**src/rtl/dpac_pkg.sv**
```systemverilog
// Shared types and constants for the deadband pulse actuator controller.
`default_nettype none
package dpac_pkg;

   // Register indexes on the csr write channel
   localparam logic [2:0] REG_PERIOD = 3'd0;
   localparam logic [2:0] REG_ON     = 3'd1;
   localparam logic [2:0] REG_SETPT  = 3'd2;
   localparam logic [2:0] REG_BAND   = 3'd3;
   localparam logic [2:0] REG_OPEN   = 3'd4;
   localparam logic [2:0] REG_CLOSE  = 3'd5;

   // Reset values of the registers
   localparam logic [15:0]        PERIOD_RST = 16'd60;
   localparam logic [15:0]        ON_RST     = 16'd10;
   localparam logic signed [15:0] SETPT_RST  = 16'sd320;
   localparam logic [14:0]        BAND_RST   = 15'd32;
   localparam logic [15:0]        OPEN_RST   = 16'd1;
   localparam logic [15:0]        CLOSE_RST  = 16'd2;

   // Mode codes
   localparam logic [1:0] MODE_IDLE    = 2'd0;
   localparam logic [1:0] MODE_CLOSING = 2'd1;
   localparam logic [1:0] MODE_OPENING = 2'd2;
   localparam logic [1:0] MODE_SOAKING = 2'd3;

   localparam logic [15:0] DRIVE_OFF = 16'h0000;

   typedef struct packed {
      logic [15:0]        period;
      logic [15:0]        on_ticks;
      logic signed [15:0] setpoint;
      logic [14:0]        dead_band;
      logic [15:0]        open_code;
      logic [15:0]        close_code;
   } cfg_type;

   // Side effects of a register write on the controller state
   typedef struct packed {
      logic        period_wr;
      logic        code_wr;
      logic [15:0] period_val;
   } csr_evt_type;

endpackage
`default_nettype wire

```
**src/rtl/dpac_csr.sv**
```systemverilog
// Configuration register file for the deadband pulse actuator controller.
`default_nettype none
module dpac_csr (
   input  wire logic            clock,
   input  wire logic            reset,
   input  wire logic            wr_en,
   input  wire logic [2:0]      wr_index,
   input  wire logic [15:0]     wr_data,
   output dpac_pkg::cfg_type     cfg,
   output dpac_pkg::csr_evt_type evt
);

   dpac_pkg::cfg_type cfg_ff, cfg_in;

   always_comb begin
      cfg_in = cfg_ff;
      evt    = '0;
      evt.period_val = wr_data;
      if (wr_en) begin
         case (wr_index)
            dpac_pkg::REG_PERIOD: begin
               cfg_in.period = wr_data;
               evt.period_wr = 1'b1;
            end
            dpac_pkg::REG_ON:    cfg_in.on_ticks = wr_data;
            dpac_pkg::REG_SETPT: cfg_in.setpoint = wr_data;
            dpac_pkg::REG_BAND:  cfg_in.dead_band = wr_data[14:0];
            dpac_pkg::REG_OPEN: begin
               cfg_in.open_code = wr_data;
               evt.code_wr = 1'b1;
            end
            dpac_pkg::REG_CLOSE: begin
               cfg_in.close_code = wr_data;
               evt.code_wr = 1'b1;
            end
            default: ;
         endcase
      end
   end

   always_ff @(posedge clock) begin
      if (reset) begin
         cfg_ff.period     <= dpac_pkg::PERIOD_RST;
         cfg_ff.on_ticks   <= dpac_pkg::ON_RST;
         cfg_ff.setpoint   <= dpac_pkg::SETPT_RST;
         cfg_ff.dead_band  <= dpac_pkg::BAND_RST;
         cfg_ff.open_code  <= dpac_pkg::OPEN_RST;
         cfg_ff.close_code <= dpac_pkg::CLOSE_RST;
      end else begin
         cfg_ff <= cfg_in;
      end
   end

   assign cfg = cfg_ff;

endmodule
`default_nettype wire

```
**src/rtl/dpac_core.sv**
```systemverilog
// Controller state and per-word decision logic (band test, soak test, countdown).
`default_nettype none
module dpac_core (
   input  wire logic                 clock,
   input  wire logic                 reset,
   input  wire dpac_pkg::cfg_type     cfg,
   input  wire dpac_pkg::csr_evt_type evt,
   input  wire logic                 step,      // word in the input register advances
   input  wire logic                 restart,
   input  wire logic signed [15:0]   temp,
   output logic [15:0]               drive,
   output logic [1:0]                mode
);

   logic [15:0] countdown_ff, countdown_in;
   logic [1:0]  mode_ff, mode_in;
   logic [15:0] last_ff, last_in;

   logic signed [17:0] t2, s2, lo, hi;
   logic signed [16:0] soak_lim;
   logic               soak;

   always_comb begin
      t2 = 18'(signed'({temp, 1'b0}));
      s2 = 18'(signed'({cfg.setpoint, 1'b0}));
      lo = s2 - signed'({3'b000, cfg.dead_band});
      hi = s2 + signed'({3'b000, cfg.dead_band});
      soak_lim = signed'({1'b0, cfg.period}) - signed'({1'b0, cfg.on_ticks});
      soak = signed'({1'b0, countdown_ff}) < soak_lim;
   end

   always_comb begin
      countdown_in = countdown_ff;
      mode_in      = mode_ff;
      last_in      = last_ff;
      drive        = last_ff;
      if (countdown_ff == 16'd0) begin
         if (t2 < lo) begin
            mode_in = dpac_pkg::MODE_CLOSING;
            drive   = cfg.close_code;
         end else if (t2 > hi) begin
            mode_in = dpac_pkg::MODE_OPENING;
            drive   = cfg.open_code;
         end else begin
            mode_in = dpac_pkg::MODE_IDLE;
            drive   = dpac_pkg::DRIVE_OFF;
         end
         last_in = drive;
         countdown_in = cfg.period - 16'd1;
      end else begin
         if (soak) begin
            drive   = dpac_pkg::DRIVE_OFF;
            last_in = dpac_pkg::DRIVE_OFF;
            mode_in = dpac_pkg::MODE_SOAKING;
         end
         countdown_in = countdown_ff - 16'd1;
      end
      mode = mode_in;
   end

   always_ff @(posedge clock) begin
      if (reset) begin
         countdown_ff <= 16'd0;
         mode_ff      <= dpac_pkg::MODE_IDLE;
         last_ff      <= dpac_pkg::DRIVE_OFF;
      end else if (evt.period_wr) begin
         countdown_ff <= evt.period_val;
         mode_ff      <= dpac_pkg::MODE_IDLE;
      end else if (evt.code_wr) begin
         last_ff <= dpac_pkg::DRIVE_OFF;
      end else if (step) begin
         if (restart) begin
            countdown_ff <= 16'd0;
         end else begin
            countdown_ff <= countdown_in;
            mode_ff      <= mode_in;
            last_ff      <= last_in;
         end
      end
   end

endmodule
`default_nettype wire

```
**src/rtl/deadband_pulse_actuator_control.sv**
```systemverilog
// Top level of the deadband pulse actuator controller.
// Usage:
//  - req_* stream: one word per tick. req_tuser[0] = op (0 tick, 1 restart),
//    req_tdata[15:0] = signed temperature in 1/16 degree.
//  - rsp_* stream: one word per tick word, none for a restart word.
//    rsp_tdata[15:0] = drive word, rsp_tdata[17:16] = mode after the tick.
//  - csr_* channel: register index and 16-bit write data, always ready.
//    Write only while the block is idle.
// Path: a tick word goes from the input register through the decision logic
//   into the result register that drives rsp.
// Throughput: one word per cycle unless the output stalls; countdown, mode and
//   last drive update in the same cycle a tick word leaves the input register
//   (restart: countdown only), so each word sees the state left by the one before it.
// Stall: when rsp_tready is low the result register holds; the input
//   register still takes one more word, then req_tready drops until the
//   result is taken. Restart words drain even under a stalled output.
// Reset: synchronous, active high; clears both pipeline valids, the
//   countdown, mode and last drive, and loads register defaults.
`default_nettype none
module deadband_pulse_actuator_control (
   input  wire logic        clock,
   input  wire logic        reset,
   // input stream
   input  wire logic        req_tvalid,
   output logic             req_tready,
   input  wire logic [15:0] req_tdata,   // [15:0] temp_in
   input  wire logic [0:0]  req_tuser,   // [0] op
   // result stream
   output logic             rsp_tvalid,
   input  wire logic        rsp_tready,
   output logic [23:0]      rsp_tdata,   // [15:0] drive_word, [17:16] mode, [23:18] zero
   // configuration writes
   input  wire logic        csr_valid,
   output logic             csr_ready,
   input  wire logic [2:0]  csr_index,
   input  wire logic [15:0] csr_wdata
);

   dpac_pkg::cfg_type     cfg;
   dpac_pkg::csr_evt_type evt;

   // input register
   logic               in_vld_ff, in_vld_in;
   logic               in_op_ff;
   logic signed [15:0] in_temp_ff;

   // result register
   logic        out_vld_ff, out_vld_in;
   logic [15:0] out_drive_ff;
   logic [1:0]  out_mode_ff;

   logic        out_free, advance, take;
   logic [15:0] drive;
   logic [1:0]  mode;

   assign csr_ready = 1'b1;

   dpac_csr u_csr (
      .clock    (clock),
      .reset    (reset),
      .wr_en    (csr_valid),
      .wr_index (csr_index),
      .wr_data  (csr_wdata),
      .cfg      (cfg),
      .evt      (evt)
   );

   // restart words produce no result, so they never wait on the output side
   assign out_free   = !out_vld_ff || rsp_tready;
   assign advance    = in_vld_ff && (in_op_ff || out_free);
   assign req_tready = !in_vld_ff || advance;
   assign take       = req_tvalid && req_tready;

   dpac_core u_core (
      .clock   (clock),
      .reset   (reset),
      .cfg     (cfg),
      .evt     (evt),
      .step    (advance),
      .restart (in_op_ff),
      .temp    (in_temp_ff),
      .drive   (drive),
      .mode    (mode)
   );

   always_comb begin
      in_vld_in = take || (in_vld_ff && !advance);
      if (advance && !in_op_ff) begin
         out_vld_in = 1'b1;
      end else begin
         out_vld_in = out_vld_ff && !rsp_tready;
      end
   end

   always_ff @(posedge clock) begin
      if (reset) begin
         in_vld_ff  <= 1'b0;
         out_vld_ff <= 1'b0;
      end else begin
         in_vld_ff  <= in_vld_in;
         out_vld_ff <= out_vld_in;
      end
   end

   always_ff @(posedge clock) begin
      if (take) begin
         in_op_ff   <= req_tuser[0];
         in_temp_ff <= req_tdata;
      end
      if (advance && !in_op_ff) begin
         out_drive_ff <= drive;
         out_mode_ff  <= mode;
      end
   end

   assign rsp_tvalid = out_vld_ff;
   assign rsp_tdata  = {6'b000000, out_mode_ff, out_drive_ff};

endmodule
`default_nettype wire

```
**config.mk**
```make
export PLATFORM = sky130hd
export DESIGN_NAME = deadband_pulse_actuator_control
export DESIGN_NICKNAME = d
export VERILOG_FILES = /design/src/rtl/dpac_pkg.sv /design/src/rtl/dpac_csr.sv /design/src/rtl/dpac_core.sv /design/src/rtl/deadband_pulse_actuator_control.sv
export SDC_FILE = /design/constraint.sdc
export NUM_CORES = 1
export LEC_CHECK = 0
export ABC_AREA = 1
export ABC_CLOCK_PERIOD_IN_PS = 10100
export BUFFER_PORTS_ARGS = -buffer_cell sky130_fd_sc_hd__buf_2
export CAP_MARGIN = 20
export CORE_MARGIN = 3
export CORE_UTILIZATION = 28
export CTS_CLUSTER_DIAMETER = 30
export DETAILED_ROUTE_END_ITERATION = 8
export GPL_TIMING_DRIVEN = 0
export HOLD_SLACK_MARGIN = 0.12
export PLACE_DENSITY = 0.39
export SETUP_SLACK_MARGIN = 0.5
export SYNTH_ARGS = -nofsm -noshare
export SYNTH_HDL_FRONTEND = slang
export SYNTH_SLANG_ARGS = --single-unit
```
**constraint.sdc**
```tcl
create_clock -name clock -period 10.1 [get_ports clock]
set_input_delay 1.01 -clock clock [delete_from_list [all_inputs] [get_ports clock]]
set_output_delay 1.01 -clock clock [all_outputs]
set_load 0.01 [all_outputs]
```
# After elaboration in Yosys (flattened, before gate mapping)
# Index checks and enable logic that the tools add are counted.
# classes
n_eq_ne,7
order_cmp,3
bitwise_logic,3
reduce_logical,29
addsub,5
mux,20
# ops
cell,n
2-to-1 mux 16 bit,12
subtractor 16 x 1 -> 16 bit (second input constant),2
adder 17 x 16 -> 18 bit,1
> comparator 17 x 18 -> 1 bit,1
< comparator 17 x 18 -> 1 bit,1
subtractor 17 x 16 -> 18 bit,1
< comparator 17 bit,1
subtractor 16 x 16 -> 17 bit,1
logical NOT 16 bit,1
AND reduction 2 bit,7
2-to-1 mux 2 bit,5
equality test 3 x 2 -> 1 bit (second input constant),2
equality test 3 bit (second input constant),2
AND reduction 3 bit,2
logical AND 1 bit,5
logical NOT 1 bit,5
logical OR 1 bit,4
nonzero test 2 bit,2
OR reduction 2 bit,2
equality test 3 x 1 -> 1 bit (second input constant),1
logical NOT 3 bit,1
2-to-1 mux 1 bit,3
NOT 1 bit,3
!= test 2 x 1 -> 1 bit (second input constant),1
!= test 2 bit (second input constant),1
# totals
register_bits,166
wordCells,82
output_inout_bits,27

# Depth between registers and ports, before layout
# Gate-level depths: netlist (run 1).
# depth
depth_word,8
mapped_depth,31
ltp_nobuf,30

# Hierarchy
# A second synthesis (run 1) with hierarchy kept.
# hier_totals
hier_cells,1600
hier_area_um2,11223.3
# modules_own_cells
mod,area_per_inst_um2,n_inst,seq_area_each_um2,cells_each
dpac_core,5870.6,1,680.7,924
dpac_csr,4117.7,1,1901.8,612
deadband_pulse_actuator_control,1234.9,1,1091.0,64

# Worst setup path before layout (run 1)
# No wires, ideal clock.
# synth_timing
path_type,register to register
from,"register u_csr.cfg_ff, in the netlist u_csr.cfg[47]"
to,"register out_drive_ff[10], data pin"
setup_ns,0.257
arrival_time_ns,3.201
path_buffers,1
path_stages_with_launch,23
path_slack_ns,6.642
path_cell_list,dfxtp_1 > ha_1 > inv_1 > fa_1 > inv_1 > a31oi_2 > o211ai_1 > a21boi_2 > o21ai_1 > a21oi_2 > xor2_1 > ha_1 > a21oi_1 > o21ai_0 > nor2_1 > nand3_2 > nor2_1 > nor2_4 > buf_12 > nand3_2 > nand2_1 > nand2_1 > nand2_2
# synth_via
elab_chain_len,5
# synth_lines
element,line,source
from (decl),dpac_csr.sv:13,"dpac_pkg::cfg_type cfg_ff, cfg_in;"
from (signal assigned),dpac_csr.sv:50,cfg_ff <= cfg_in;
adder 17 x 16 -> 18 bit,dpac_core.sv:27,"hi = s2 + signed'({3'b000, cfg.dead_band});"
> comparator 17 x 18 -> 1 bit,dpac_core.sv:41,end else if (t2 > hi) begin
2-to-1 mux 16 bit,dpac_core.sv:41,
2-to-1 mux 16 bit (*),dpac_core.sv:38,if (t2 < lo) begin
2-to-1 mux 16 bit (*),-,
via drive[10],deadband_pulse_actuator_control.sv:53,logic [15:0] drive;
to (signal assigned),deadband_pulse_actuator_control.sv:111,out_drive_ff <= drive;
to (decl),deadband_pulse_actuator_control.sv:49,logic [15:0] out_drive_ff;
# Mark *: on every way through the listed nets, which the timed path passes. The rest lies on a longest branch.
# A chain may end at the register's enable or synchronous reset.

# Final worst setup path (run 1)
# layout_timing
from,"register u_csr.cfg_ff, in the netlist u_csr.cfg[38]"
to,"register out_mode_ff[1], data pin"
# layout_via
elab_chain_len,5
# layout_lines
element,line,source
adder 17 x 16 -> 18 bit,dpac_core.sv:27,
> comparator 17 x 18 -> 1 bit,dpac_core.sv:41,
2-to-1 mux 2 bit,dpac_core.sv:41,
2-to-1 mux 2 bit (*),dpac_core.sv:38,
2-to-1 mux 2 bit (*),dpac_core.sv:37,if (countdown_ff == 16'd0) begin
via mode[1],deadband_pulse_actuator_control.sv:54,logic [1:0] mode;
to (signal assigned),deadband_pulse_actuator_control.sv:112,out_mode_ff <= mode;
to (decl),deadband_pulse_actuator_control.sv:50,logic [1:0] out_mode_ff;
# Marks and branches as above.

==> results.toml, run 1 <==
[power]
leakagePower_nw = 5.33
powerDensity_mw_per_mm2 = 161
p_total_mw = 1.90
irDropWorstVdd_uv = 118

[hold_path]
whs_endpoint = "u_csr.cfg[70]"
hold_start = "u_csr.cfg[70]"
min_path_cells = 2
min_path_type = "reg2reg"

[timing]
finalSetupViolations = 0
finClkSkew_ns = 0.0145
finalCriticalPeriod_ns = 4.28
worstMarginPinSlew_ns = 0.870
fin_crit_sh = 0.424
relSlewSlack = 0.416
clock.fmax_mhz = 234
finalHoldViolations = 0
rsz0062_at_grt = "no"
setup_tns_ns = 0
slew_violations = 0

[worst_setup_path]
worstPathMaxFanout = 10
worst_r2r_startpoint = "u_csr.cfg[38]"
critPathRequiredTime_ns = 10.29
cp-start-kind = "flop"
crit_arrival_ns = 4.47
r2r_cells = 26
worst-setup-path-type = "reg2reg"
endpoint_kind = "flop"
ff2ff_setup_slack_ns = 5.82
rr_endpoint = "out_mode_ff[1]"

[route]
drc = 0
antenna_left = 0
drt_wl_total_um = 31900
post_drt_wl_per_cell_um = 16.4
vias_per_cell = 4.62
drt_iter0_markers = 438
via_count = 8961
first_pass_iters = 4

[placement]
place_hpwl_um = 24800
gp_congestion = 0.807
port_buffers = 60

[yosys]
syn_inst = 1382
ys_ff_latch = 166
yosysSeqAreaShare = 0.358
ys_types = 50
syn-cell-area_mm2 = 0.0103
yosysWarnings = 0
synth_area_per_cell_um2 = 7.42

[clock_tree]
clock-sinks = 166
htreeDepth = 4
clockBufferDepth = 2
postCtsResizedCells = 0
holdBufCountCts = 0
clkLatencyLatePin_ns = 0.44
cts-root-buf = "clkbuf_16"
clk_pin_slew_ns = 0.08
tritoncts = "built"
post_cts_buffers = 0
cts_buffers = 17

[final_layout]
utilization = 0.328
area_growth_pct = 14.7
drive_above_1_share = 0.124
layout.nets = 1603
n_antenna_cell = 0

[grt]
grt_first_pass_wirelength_um = 49400
grt_pass1_vias = 8785
grt_overflow = 0
grt_usage = 0.166
grt_max_degree = 19
antenna_found_initial = 1

[die]
die_h_um = 197
ioPinCount = 68
dieArea_mm2 = 0.0390
start_util = 0.286
rows = 69
design.core.area_mm2 = 0.0358
fp.dieW_um = 197

[run_status]
status = "complete, no violations"

[run]
cap_violations = 0
## through the flow
step | instance area (µm²) | instances | setup slack [ns] | hold WS (ns)
5_1_grt | 11800 | 1941 | 5.29 | 0.478
3_5_place_dp | 11200 | 1909 | 5.75 | 0.451
2_1_floorplan | 10300 | 1387 | 6.64 | 0.429
3_3_place_gp | 11200 | 1908 | 5.74 | 0.445
4_1_cts | 11800 | 1941 | 5.75 | 0.470
6_report | 11800 | 1941 | 5.82 | 0.466
## logic make-up after synthesis
logic type | synth area share
AOI/OAI and AO/OA | 0.157
xor gates and xnor gates | 0.0393
adders and majority gates | 0.117
buffers and inverters | 0.0956
DFF | 0.358
other | 0.000732
and+or+nand+nor | 0.232
## registers in the layout, indices dropped and copies added, names as in the netlist
name	count
in_op_ff	1
in_temp_ff	16
in_vld_ff	1
out_drive_ff	16
out_mode_ff	2
rsp_tvalid	1
u_core.countdown_ff	16
u_core.last_ff	16
u_core.mode_ff	2
u_csr.cfg	95
## where the power goes
| part | switching (mW) | leakage, nW | internal [mW] | total (mW) |
|---|---|---|---|---|
| sequential | 0.0161 | 1.41 | 0.704 | 0.720 |
| clock | 0.321 | 0.286 | 0.352 | 0.673 |
| combinational | 0.335 | 3.63 | 0.167 | 0.502 |
## cell usage in the layout, fill, tap and decap left out, types with 34 or more instances in the layout
cell type	Yosys	layout
a21oi_1	104	104
buf_2	5	65
clkbuf_1	33	34
dfxtp_1	131	131
edfxtp_1	35	35
ha_1	93	93
inv_1	164	164
nand2_1	275	275
nand3_1	43	43
nor2_1	168	167
o21ai_0	104	104
xor2_1	40	40
## worst max path at each step
| stage | start | end |
|---|---|---|
| floorplan | u_csr.cfg[47] | out_drive_ff[10] |
| global placement | u_csr.cfg[38] | out_mode_ff[1] |
| detailed placement | u_csr.cfg[47] | u_core.last_ff[7] |
| CTS | u_csr.cfg[47] | u_core.last_ff[7] |
| global route | u_csr.cfg[38] | out_mode_ff[1] |
| finish | u_csr.cfg[38] | out_mode_ff[1] |
## synth_stat cells, drive strengths merged
master     n  area, µm²
buf       20        170
nor3      11       60.1
xnor2      6       52.6
clkinv     5       18.8
conb       2       7.51
o22ai     11       68.8
a21oi    116        626
nand2    297       1170
o21ai    119        611
a31oi     14       93.8
o211ai     7       52.6
dfxtp    131       2620
o31ai      4       30.0
o2111ai    1       8.76
a21boi     4       33.8
edfxtp    35       1050
ha        93       1160
clkbuf    34        138
a211oi     2       15.0
nand3     57        363
o21bai     1       7.51
xor2      40        350
fa         2       40.0
inv      173        654
nor2     173        677
a21o       8       60.1
nand3b     1       7.51
o21a       1       7.51
nand4     14       93.8
## layout make-up
class | count | area, µm²
Buffer | 54 | 308
Clock buffer | 18 | 429
Clock inverter | 14 | 154
Fill cell | 3917 | 24100
Inverter | 178 | 673
Multi-Input combinational cell | 989 | 5630
Sequential cell | 166 | 3670
Tap cell | 461 | 577
Timing Repair Buffer | 61 | 328
## per-layer routing
metal / vias to the layer above / global-route usage / wire (µm)
li1: 4676 / - / -
met1: 4141 / 0.228 / 15800
met2: 121 / 0.276 / 14900
met3: 23 / 0.0230 / 756
met4: 0 / 0.0422 / 471
met5: - / 0 / 0
## worst max-delay path, stage by stage (launching register included)
cell,delay (ns)
dfxtp_1,0.34
inv_1,0.06
ha_1,0.27
clkbuf_1,0.26
nand2_1,0.11
nor3_1,0.26
nand3_1,0.12
nand3_1,0.16
nand3_1,0.09
nand2_1,0.11
nand3_1,0.10
nand2_1,0.08
nor2_1,0.07
xor2_1,0.16
ha_1,0.30
nand2_1,0.06
nor2_1,0.16
nand2_1,0.09
clkinv_1,0.08
nand4_2,0.10
nand3_1,0.11
nand2_1,0.08
nand2_4,0.17
buf_4,0.24
nor3_1,0.09
o21ai_1,0.29
inv_1,0.07
No activity file was read; power rests on OpenSTA's default activity.
==> inputs of run 2 (changes only) <==
ABC_CLOCK_PERIOD_IN_PS = 4100   (was 10100)
clock period = 4.1 ns   (was 10.1 ns; I/O delays follow)
==> results.toml, run 2 (synthesized netlist as in run 1, its figures left out) <==
[clock_tree]
clk_pin_slew_ns = 0.08
cts-root-buf = "clkbuf_16"
clockBufferDepth = 2
clock-sinks = 166
htreeDepth = 4
clkLatencyLatePin_ns = 0.44
tritoncts = "built"
cts_buffers = 17

[final_layout]
fill_cells = 3807
layout.nets = 1662
drive_above_1_share = 0.251
n_antenna_cell = 0
layout_commonest_cell = "nand2_1"
stdcell_count = 2000
largest_reg_flops = 95
area_growth_pct = 27.5
layout_common_cells = "nand2_1 (217), nor2_1 (162), inv_1 (151)"

[power]
leakagePower_nw = 5.82
powerDensity_mw_per_mm2 = 387
irDropWorstVdd_uv = 291

[route]
drt_iter0_markers = 480
antenna_left = 0
post_drt_wl_per_cell_um = 16.5
via_count = 9309
drc = 0
drt_wl_total_um = 33000
vias_per_cell = 4.65
first_pass_iters = 6

[worst_setup_path]
crit_path_top_delay_cell = "dfxtp_2"
worstPathMaxFanout = 6
worst-setup-path-type = "reg2reg"
endpoint_kind = "flop"
critPathRequiredTime_ns = 4.47
cp-start-kind = "flop"
path_common_cell = "nand2_2"
crit_arrival_ns = 4.23
cpPeakStageDelay_ns = 0.34

[placement]
placed_cells = 1909
gp_congestion = 0.807
port_buffers = 60
place_hpwl_um = 24800

[die]
start_util = 0.286
dieArea_mm2 = 0.0390
design.core.area_mm2 = 0.0358
fp.dieW_um = 197
ioPinCount = 68
rows = 69
die_h_um = 197

[timing]
finalHoldViolations = 0
relSlewSlack = 0.403
clock.fmax_mhz = 259
setup_tns_ns = 0
finalSetupViolations = 0
finalCriticalPeriod_ns = 3.86
whs_ns = 0.148
slew_violations = 0
finClkSkew_ns = 0.0139
worstMarginPinSlew_ns = 0.889
rsz0062_at_grt = "yes"
fin_crit_sh = 0.942

[run_status]
status = "complete, no violations"

[grt]
antenna_found_initial = 1
grt_pass1_vias = 9031
grt_max_degree = 19
grt_first_pass_wirelength_um = 50700
grt_overflow = 0
grt_usage = 0.170

[run]
cap_violations = 0

[hold_path]
min_path_type = "in2reg"
-- run 2: cell count changes in the layout (fill, tap and decap cells not counted), moves of 11 or more --
cell     before  now
buf_4         9   53
nand2_1     275  217
inv_1       164  151
dfxtp_2       0   12
nand2_2      21   69
dfxtp_1     131  118
a21oi_1     104   91
ha_1         93   82
-- run 2: layout make-up --
class | count | area, µm² | share of cell area
flip-flops and latches | 166 | 3690 | 0.282
clock inverters | 14 | 154 | 0.0118
well taps | 461 | 577 | 0.0441
repair buffers | 120 | 888 | 0.0679
clock buffers | 18 | 429 | 0.0328
multi-input cells | 989 | 6280 | 0.480
plain buffers | 54 | 355 | 0.0272
inverters | 178 | 703 | 0.0537
-- run 2: what timing repair did --
action / CTS / global route
resized for setup: 115 / 104
hold buffers: 1 / 0
gates cloned: 3 / 0
endpoints found under the hold margin: 1 / 0
setup endpoints to repair: 36 / 36
pin swaps: 38 / 52
setup buffers: 31 / 24
-- run 2: worst max-delay path, delay by kind of cell, from the launching register on --
kind | cells | cell delay, ns
AO/OA/AOI/OAI | 9 | 1.06
adder cells (fa/ha/maj) | 2 | 0.57
buffers and inverters | 7 | 0.83
flip-flops | 1 | 0.34
AND/OR/NAND/NOR | 10 | 0.99
-- run 2: worst paths after layout --
kind / end / from / cells past startpoint / slack (ns)
worst max-delay path: u_core.last_ff[10] / u_csr.cfg[40] / 28 / 0.24
worst min-delay path: in_temp_ff[14] / req_tdata[14] / 1 / 0.15
worst max register to register: u_core.last_ff[10] / u_csr.cfg[40] / 28 / 0.24
worst min register to register: u_csr.cfg[70] / u_csr.cfg[70] / 2 / 0.47
-- run 2: where the power goes --
group	internal (mW)	leakage (nW)	switching, mW
Combinational	0.649	4.12	0.978
Sequential	1.74	1.42	0.0435
Clock	0.868	0.286	0.793
Total	3.25	5.82	1.82
-- run 2: through the flow --
step / utilization / worst slack [ns] / cell area [µm²] / power, mW
after detailed placement: 0.312 / -0.247 / 11200 / 3.06
after floorplan: - / 0.642 / 10300 / 2.70
final: 0.365 / 0.236 / 13100 / 5.07
after global placement: 0.311 / -0.264 / 11200 / 3.06
after global routing: 0.365 / -0.00790 / 13100 / 5.37
after CTS: 0.350 / 0.212 / 12500 / 5.00
-- run 2: per-layer routing --
metal | vias up | share of wire | track usage
met3 | 17 | 0.026 | 0.0229
li1 | 4796 | - | -
met1 | 4376 | 0.49 | 0.233
met4 | 0 | 0.012 | 0.0401
met2 | 120 | 0.48 | 0.283
met5 | - | 0 | 0
==> inputs of run 3 (changes only) <==
CORE_ASPECT_RATIO = 1.5   (was not set)
CORE_MARGIN = 2   (was 3)
==> results.toml, run 3 (synthesized netlist as in run 1, its figures left out) <==
[run]
cap_violations = 0

[worst_setup_path]
worst-setup-path-type = "reg2reg"
ff2ff_setup_slack_ns = 0.17
worstPathMaxFanout = 6
crit_arrival_ns = 4.14
critPathRequiredTime_ns = 4.31
cp-start-kind = "flop"
critPathLaunch = "u_csr.cfg[40]"
r2r_cells = 25
endpoint_kind = "flop"
rr_endpoint = "out_drive_ff[5]"
crit_path_end = "out_drive_ff[5]"
worst_r2r_startpoint = "u_csr.cfg[40]"

[die]
start_util = 0.285
ioPinCount = 68
design.core.area_mm2 = 0.0361
die_h_um = 238
dieArea_mm2 = 0.0382
rows = 85
fp.dieW_um = 160

[route]
drt_wl_total_um = 32700
drt_iter0_markers = 372
post_drt_wl_per_cell_um = 16.2
first_pass_iters = 6
vias_per_cell = 4.55
drc = 0
via_count = 9166
antenna_left = 0

[final_layout]
area_growth_pct = 27.1
layout_commonest_cell = "nand2_1"
n_antenna_cell = 0
drive_above_1_share = 0.240
layout_common_cells = "nand2_1 (220), nor2_1 (162), inv_1 (147)"
layout.nets = 1661
largest_reg_flops = 95
stdcell_count = 2016

[clock_tree]
clockBufferDepth = 2
htreeDepth = 4
clkLatencyLatePin_ns = 0.46
cts_buffers = 17
clk_pin_slew_ns = 0.08
clock-sinks = 166
tritoncts = "built"
cts-root-buf = "clkbuf_16"

[power]
leakagePower_nw = 5.74
powerDensity_mw_per_mm2 = 376
p_total_mw = 4.90
irDropWorstVdd_uv = 254

[grt]
grt_max_degree = 19
grt_first_pass_wirelength_um = 50600
grt_pass1_vias = 9101
grt_overflow = 0
grt_usage = 0.173
antenna_found_initial = 0

[hold_path]
min_path_type = "in2reg"

[timing]
relSlewSlack = 0.358
fin_crit_sh = 0.958
clock.fmax_mhz = 255
rsz0062_at_grt = "yes"
slew_violations = 0
worstMarginPinSlew_ns = 0.956
finClkSkew_ns = 0.0165
finalCriticalPeriod_ns = 3.93
finalSetupViolations = 0
finalHoldViolations = 0

[placement]
port_buffers = 60
gp_congestion = 0.868
place_hpwl_um = 25500
placed_cells = 1926

[run_status]
status = "complete, no violations"
-- run 3: changes by cell type in the layout (fill, tap and decap cells not counted), sizes merged --
| cell | previous run | this run |
|---|---|---|
| buf | 140 | 125 |
| bufinv | 1 | 0 |
| clkbuf | 51 | 52 |
| dlygate4sd3 | 1 | 14 |
| inv | 181 | 182 |
-- run 3: stage by stage --
stage / setup slack (ns) / util / setup TNS, ns / hold WS, ns / area, µm²
4_1_cts: 0.139 / 0.349 / 0 / 0.120 / 12600
3_3_place_gp: -0.418 / 0.310 / -12.06 / 0.440 / 11200
6_report: 0.171 / 0.362 / 0 / 0.140 / 13000
2_1_floorplan: 0.642 / - / 0 / 0.429 / 10300
5_1_grt: -0.0148 / 0.362 / -0.0434 / 0.129 / 13000
3_5_place_dp: -0.391 / 0.310 / -11.42 / 0.450 / 11200
-- run 3: cell type report --
cell class                      count  area, µm²
Buffer                             54        360
Multi-Input combinational cell    989       6270
Sequential cell                   166       3690
Timing Repair Buffer              119        866
Tap cell                          478        598
Fill cell                        3821      23000
Clock inverter                     14        135
Clock buffer                       18        429
Inverter                          178        691
-- run 3: report_power, final --
group | internal (mW) | switching, mW | leakage (nW) | total (mW)
clock network | 0.808 | 0.794 | 0.277 | 1.60
registers | 1.74 | 0.0402 | 1.42 | 1.78
logic | 0.572 | 0.949 | 4.04 | 1.52
total | 3.12 | 1.78 | 5.74 | 4.90
-- run 3: critical path: stages, from the launching register on --
cell and delay [ns]:
dfxtp_2 0.34, inv_2 0.05, ha_4 0.25, buf_6 0.11
clkinvlp_4 0.11, a21oi_2 0.16, o211ai_1 0.10, buf_4 0.16
a21boi_4 0.14, o21ai_2 0.09, a21oi_2 0.17, o21ai_1 0.08
ha_1 0.34, nand2_2 0.07, inv_2 0.07, nand3_4 0.09
nor2_4 0.21, nand4_1 0.30, nand2_2 0.24, nor2_4 0.08
buf_12 0.13, buf_12 0.13, nand3_4 0.05, nand2_2 0.06
nand2_2 0.06, nand2_2 0.07
-- run 3: what timing repair did --
| item | in CTS | in global routing |
|---|---|---|
| hold endpoints to repair | 14 | 0 |
| endpoints found under the setup margin | 36 | 36 |
| resized for setup | 119 | 89 |
| gates cloned | 1 | 0 |
| hold buffers | 14 | 0 |
| setup buffers | 28 | 15 |
| pin swaps | 45 | 56 |
-- run 3: per-layer routing --
metal | vias to the layer above | track usage | wire, µm
li1 | 4796 | - | -
met1 | 4241 | 0.195 | 13900
met2 | 95 | 0.328 | 17200
met3 | 34 | 0.0202 | 577
met4 | 0 | 0.0691 | 963
met5 | - | 0 | 0
-- run 3: worst min-delay path by stage --
stage,startpoint,to,slack [ns],cells after the start
after global routing,req_tdata[14],in_temp_ff[14],0.13,1
after floorplan,u_csr.cfg[1],u_csr.cfg[1],0.43,2
final,req_tdata[14],in_temp_ff[14],0.14,1
after global placement,u_csr.cfg[1],u_csr.cfg[1],0.44,2
after CTS,req_tdata[14],in_temp_ff[14],0.12,1
after detailed placement,u_csr.cfg[16],u_csr.cfg[16],0.45,2
